### src/rtl/core/rotation_basis_orthonormalize_macros.svh
// Assertion macros shared by the rotation basis orthonormalizer RTL.
`ifndef ROTATION_BASIS_ORTHONORMALIZE_MACROS_SVH
`define ROTATION_BASIS_ORTHONORMALIZE_MACROS_SVH

// Same-cycle implication, switched off while reset is asserted.
`define RBO_ASSERT_IMP(label, clk, rst_n, ante, cons, msg) \
    label: assert property (@(posedge clk) disable iff (!(rst_n)) (ante) |-> (cons)) \
        else $error(msg);

// Next-cycle implication that is also checked during reset.
`define RBO_ASSERT_NEXT(label, clk, ante, cons, msg) \
    label: assert property (@(posedge clk) (ante) |=> (cons)) else $error(msg);

`endif

### src/rtl/core/rbo_pkg.sv
// Shared types and constants for the rotation basis orthonormalizer.
package rbo_pkg;

    localparam int Q14_W   = 16;
    localparam int PROD_W  = 30;
    localparam int CROSS_W = 31;
    localparam int VEC_W   = 3 * Q14_W;

    localparam logic [Q14_W-1:0] ONE_Q14 = 16'd16384;

    typedef logic [2:0][Q14_W-1:0]   t_vec;
    typedef logic [2:0][CROSS_W-1:0] t_cross;

endpackage

### src/rtl/core/rbo_cross.sv
// Two-stage pipelined cross product of two Q1.14 vectors into exact Q2.28.
module rbo_cross
    import rbo_pkg::*;
#(
    parameter int SW = 1
) (
    input  logic           i_clk,
    input  logic           i_rst_n,
    input  logic           i_valid,
    output logic           o_ready,
    input  t_vec           i_a,
    input  t_vec           i_b,
    input  logic [SW-1:0]  i_sb,
    output logic           o_valid,
    input  logic           i_ready,
    output t_cross         o_c,
    output logic [SW-1:0]  o_sb
);

    localparam int NST = 2;

    typedef struct packed {
        logic [SW-1:0]          sb;
        logic [5:0][PROD_W-1:0] p;
        t_cross                 c;
    } t_cst;

    t_cst           r_st [NST];
    t_cst           n_st [NST];
    logic [NST-1:0] r_v;
    logic [NST-1:0] w_vin;
    logic [NST:0]   w_rdy;

    assign w_vin      = {r_v[NST-2:0], i_valid};
    assign w_rdy[NST] = i_ready;

    for (genvar k = 0; k < NST; k++) begin : g_rdy
        assign w_rdy[k] = !r_v[k] || w_rdy[k+1];
    end

    always_comb begin
        n_st[0]      = '0;
        n_st[0].sb   = i_sb;
        n_st[0].p[0] = PROD_W'($signed(i_a[1]) * $signed(i_b[2]));
        n_st[0].p[1] = PROD_W'($signed(i_a[2]) * $signed(i_b[1]));
        n_st[0].p[2] = PROD_W'($signed(i_a[2]) * $signed(i_b[0]));
        n_st[0].p[3] = PROD_W'($signed(i_a[0]) * $signed(i_b[2]));
        n_st[0].p[4] = PROD_W'($signed(i_a[0]) * $signed(i_b[1]));
        n_st[0].p[5] = PROD_W'($signed(i_a[1]) * $signed(i_b[0]));
    end

    always_comb begin
        n_st[1] = r_st[0];
        for (int i = 0; i < 3; i++) begin
            n_st[1].c[i] = CROSS_W'($signed(r_st[0].p[2*i]))
                         - CROSS_W'($signed(r_st[0].p[2*i+1]));
        end
    end

    always_ff @(posedge i_clk) begin
        if (!i_rst_n) begin
            r_v <= '0;
        end else begin
            r_v <= (w_vin & w_rdy[NST-1:0]) | (r_v & ~w_rdy[NST-1:0]);
        end
    end

    always_ff @(posedge i_clk) begin
        for (int k = 0; k < NST; k++) begin
            if (w_rdy[k]) begin
                r_st[k] <= n_st[k];
            end
        end
    end

    assign o_ready = w_rdy[0];
    assign o_valid = r_v[NST-1];
    assign o_c     = r_st[NST-1].c;
    assign o_sb    = r_st[NST-1].sb;

endmodule

### config.mk
export PLATFORM = sky130hd
export DESIGN_NAME = rbo_cross
export DESIGN_NICKNAME = d
export VERILOG_FILES = /design/src/rtl/core/rotation_basis_orthonormalize_macros.svh /design/src/rtl/core/rbo_pkg.sv /design/src/rtl/core/rbo_cross.sv
export SDC_FILE = /design/constraint.sdc
export NUM_CORES = 2
export LEC_CHECK = 0
export ABC_AREA = 1
export BUFFER_PORTS_ARGS = -buffer_cell sky130_fd_sc_hd__buf_4
export CAP_MARGIN = 20
export CELL_PAD_IN_SITES_DETAIL_PLACEMENT = 1
export CELL_PAD_IN_SITES_GLOBAL_PLACEMENT = 1
export CORE_ASPECT_RATIO = 0.75
export CORE_MARGIN = 1
export CORE_UTILIZATION = 45
export CTS_CLUSTER_SIZE = 28
export DETAILED_ROUTE_END_ITERATION = 10
export HOLD_SLACK_MARGIN = 0.06
export PLACE_DENSITY = 0.8
export SLEW_MARGIN = 30
export SYNTH_ARGS = -nofsm -noshare
export SYNTH_HDL_FRONTEND = slang
export SYNTH_SLANG_ARGS = --single-unit
### constraint.sdc
create_clock -name i_clk -period 7.9 [get_ports i_clk]
set_input_delay 1.185 -clock i_clk [delete_from_list [all_inputs] [get_ports i_clk]]
set_output_delay 1.185 -clock i_clk [all_outputs]
set_load 0.005 [all_outputs]
Word level (Yosys, flattened, before mapping)
Memories as Yosys holds them, arrays and structs flattened.
Index checks and enable logic that the tools add are counted.
W data, S select, Z words.
Cells by class
  $add $sub $neg: 3
  multiply operators: 6
  muxes and demuxes: 4
  bitwise logic cells: 4
  reductions and logical operators: 4
Operators with widths (count)
  $mul A16 B16 Y30: 6
  $sub A30 B30 Y31: 3
  $and A2 B2 Y2: 2
  $mux W1: 4
  $logic_not A1 Y1: 2
  $logic_or A1 B1 Y1: 2
  $not A2 Y2: 1
  $or A2 B2 Y2: 1
Storage, ports and cells
  register bits after elaboration: 2
  bits in writable memories: 548
  input bits: 101
  output and inout bits: 96
  word-level logic and storage cells: 23
  memories: 1
Memory list
  r_st: depth 2, width 274, read ports 2, clocked after Yosys merged registers in 0, wr ports 2, RTL line rbo_cross.sv:28  | t_cst r_st [NST];

Longest topological paths before layout
  depth after elaboration: 6
  mapped depth: 26
  mapped depth without buffers: 25

Least setup slack after synthesis
No wires, ideal clock.
  kind: input port to flip-flop
  start point: in i_ready
  end point: mem r_st[0][100] (netlist name) (enable)
  setup time: 1.937 ns
  arrival: 5.315 ns
  required time: 5.963 ns
  setup slack: 0.648 ns
  stages on the path: 2
  path buffers: 0
  cell sequence: inv_1 > nand3_1
RTL lines
  from (decl): RTL line rbo_cross.sv:15  | input logic i_ready,
  to (decl): RTL line rbo_cross.sv:28

==> key figures <==
Die
  • Starting Density: 45.4%
  • Die area: 168,000 µm²
  • Die Width: 473 µm
  • Core ar.: 165,000 µm²
  • Die H: 355 µm
  • Row count: 129
  • Top Ports: 197

Finish
  • Layout cells sized above 1: 3.50%
  • Filler cell count in the final layout: 20,400
  • Top flop regs: r_st (275)
  • Max reg flops: 275
  • Nets@finish: 11,600
  • Area Overhead vs Synth: 6.25%
  • Biggest register: r_st
  • Post-route non-filler standard cell count: 11,700

Timing
  • Hold_ws: 0.421 ns
  • Final setup violation count: 0
  • Final Skew: 0.0464 ns
  • Fin. max-slew vios: 0
  • Fmax: 0.148 GHz
  • Period minus WS final: 6.74 ns
  • Hold Fails Final Rpt: 0
  • RSZ-0062 raised after global routing: no
  • Setup WS post-layout: 1.16 ns
  • TNS Setup: 0 ns
  • Worst slew pin tran: 0.828 ns
  • Final period util: 85.3%
  • Slew HR: 44.8%

Synthesis
  • EDFF count, synth: 275
  • Main synth FF type: edfxtp_1
  • Synth top area share: 39.9%
  • Synthesized cell area: 74,800 µm²
  • Register area share after synthesis: 11.1%
  • Top cells by area, synth: fa_1, inv_1, nand2_1
  • Mapped Nets: 11,600
  • Gate count of the mapped netlist: 9,477
  • Most frequent cells after synthesis: inv_1, nand2_1, fa_1, ha_1, nor2_1
  • Avg Inst Size Synth: 7.89 µm²
  • Synthesized flop and latch total: 277
  • Synth cell types: 40
  • Async set or reset register ratio after synthesis: 0%
  • Top-count cell post-synth: inv_1
  • Syn. warnings: 0
  • Cell taking the most area after synthesis: fa_1

Clock tree
  • Clock Latency Late Sink: 0.64 ns
  • H-Tree Depth: 2
  • Post-CTS setup buffers: 0
  • Clock sinks: 277
  • CTS tree: done
  • Reg clk slew, reported paths: 0.06 ns
  • Post-CTS Hold Fix Bufs: 0
  • Worst-case clock buffer depth: 3
  • Root buffer cell: clkbuf_16
  • Gates resized, CTS repair: 0
  • Number of buffers created by CTS: 39

Min path
  • HP Class: reg -> reg

Routing
  • DRC violation count after routing: 0
  • Iter 0 DRT Violations: 4,233
  • Wire length per cell: 21.4 µm
  • Vias per cell: 5.25
  • Drt pass-1 iters: 6
  • Via count: 61,500
  • Final WL: 250,000 µm
  • Post-route ant nets: 0

Placement
  • DP Worst Slack: 0.589 ns
  • Dpl cells: 11,600
  • Detail Placement HPWL: 205,000 µm
  • RD Place Congestion: 0.955
  • Port buffer count: 196

Global routing
  • Vias in the first global route: 69,500
  • Largest net degree at the start of global routing: 67
  • First-pass GRT wire length: 397,000 µm
  • Initial antenna violation count: 24
  • All-Layer GR Usage: 30.8%
  • Total gr overflow: 0

Critical path
  • Critical path arrival: 7.13 ns
  • Crit start category: input pin
  • Max Fanout on Critical Path: 32
  • Data required time at the worst endpoint: 8.29 ns
  • CP endpoint kind: flop
  • WS Path Type: in -> reg

Run status
  • Outcome: complete, no violations

Run
  • Max-cap violations: 0
==> placed cells by master (no fill, tap or decap), types with 13 or more instances in the layout <==
cell type and instances:
buf_4 222, inv_1 2890, o21a_1 13, a21o_1 29, clkbuf_16 40, nor3_1 40
a21oi_1 276, nand3_1 252, nand3b_1 16, nand2_1 2416, xor2_1 171, o21bai_1 22
fa_1 1491, ha_1 564, nor2_1 374, diode_2 14, xnor2_1 50, edfxtp_1 275
o21ai_0 140, nand4_1 65
==> final timing paths <==
| check | from | endpoint | slack, ns | cells past startpoint |
|---|---|---|---|---|
| worst min register to register | r_st[0][273] | r_st[0][547] | 0.42 | 0 |
| worst min-delay path | r_st[0][273] | r_st[0][547] | 0.42 | 0 |
| worst max register to register | flop | r_st[0][213] | 5.19 | 3 |
| worst max-delay path | i_a[31] | r_st[0][267] | 1.16 | 17 |
==> critical path, stage by stage <==
cell     delay, ns
buf_4         0.26
nand2_1       0.19
inv_1         0.10
fa_1          0.72
inv_1         0.16
fa_1          0.80
inv_1         0.24
fa_1          0.50
fa_1          0.58
fa_1          0.43
fa_1          0.44
ha_1          0.40
nand2_1       0.16
o21ai_0       0.40
a21oi_1       0.08
nand3_1       0.16
xor2_1        0.31
==> per-stage QoR <==
stage,utilization [%],area [µm²]
after CTS,48.2,79400
after detailed placement,47.4,78200
final,48.2,79500
after floorplan,-,74800
after global routing,48.2,79500
after global placement,47.4,78200
==> final cells by class <==
type	count	area, µm²	share of cell area, %
well taps	2227	2790	3.51
clock inverters	28	235	0.296
flip-flops and latches	277	8300	10.4
repair buffers	224	1690	2.13
clock buffers	43	1010	1.27
multi-input cells	6014	54600	68.7
diodes	14	35.0	0.0441
inverters	2893	10900	13.7
==> cells by family after synthesis <==
kind of cell / count (synthesis) / share of synthesized area (%)
AOI/OAI and AO/OA: 511 / 3.71
xor gates and xnor gates: 221 / 2.59
adders and majority gates: 2055 / 49.3
buffers and inverters: 3186 / 16.0
DFF: 277 / 11.1
and+or+nand+nor: 3227 / 17.3
==> per-layer routing <==
metal | vias up | GRT usage (%) | part of all wire, %
li1 | 27200 | - | -
met2 | 2003 | 50.8 | 47
met5 | - | 0 | 0.044
met1 | 31900 | 41.8 | 43
met4 | 16 | 9.93 | 3.2
met3 | 461 | 4.13 | 6.9
Power is left out: the tool's default activity adds up to more than one toggle a clock period on the data nets, which glitch-free logic cannot reach.
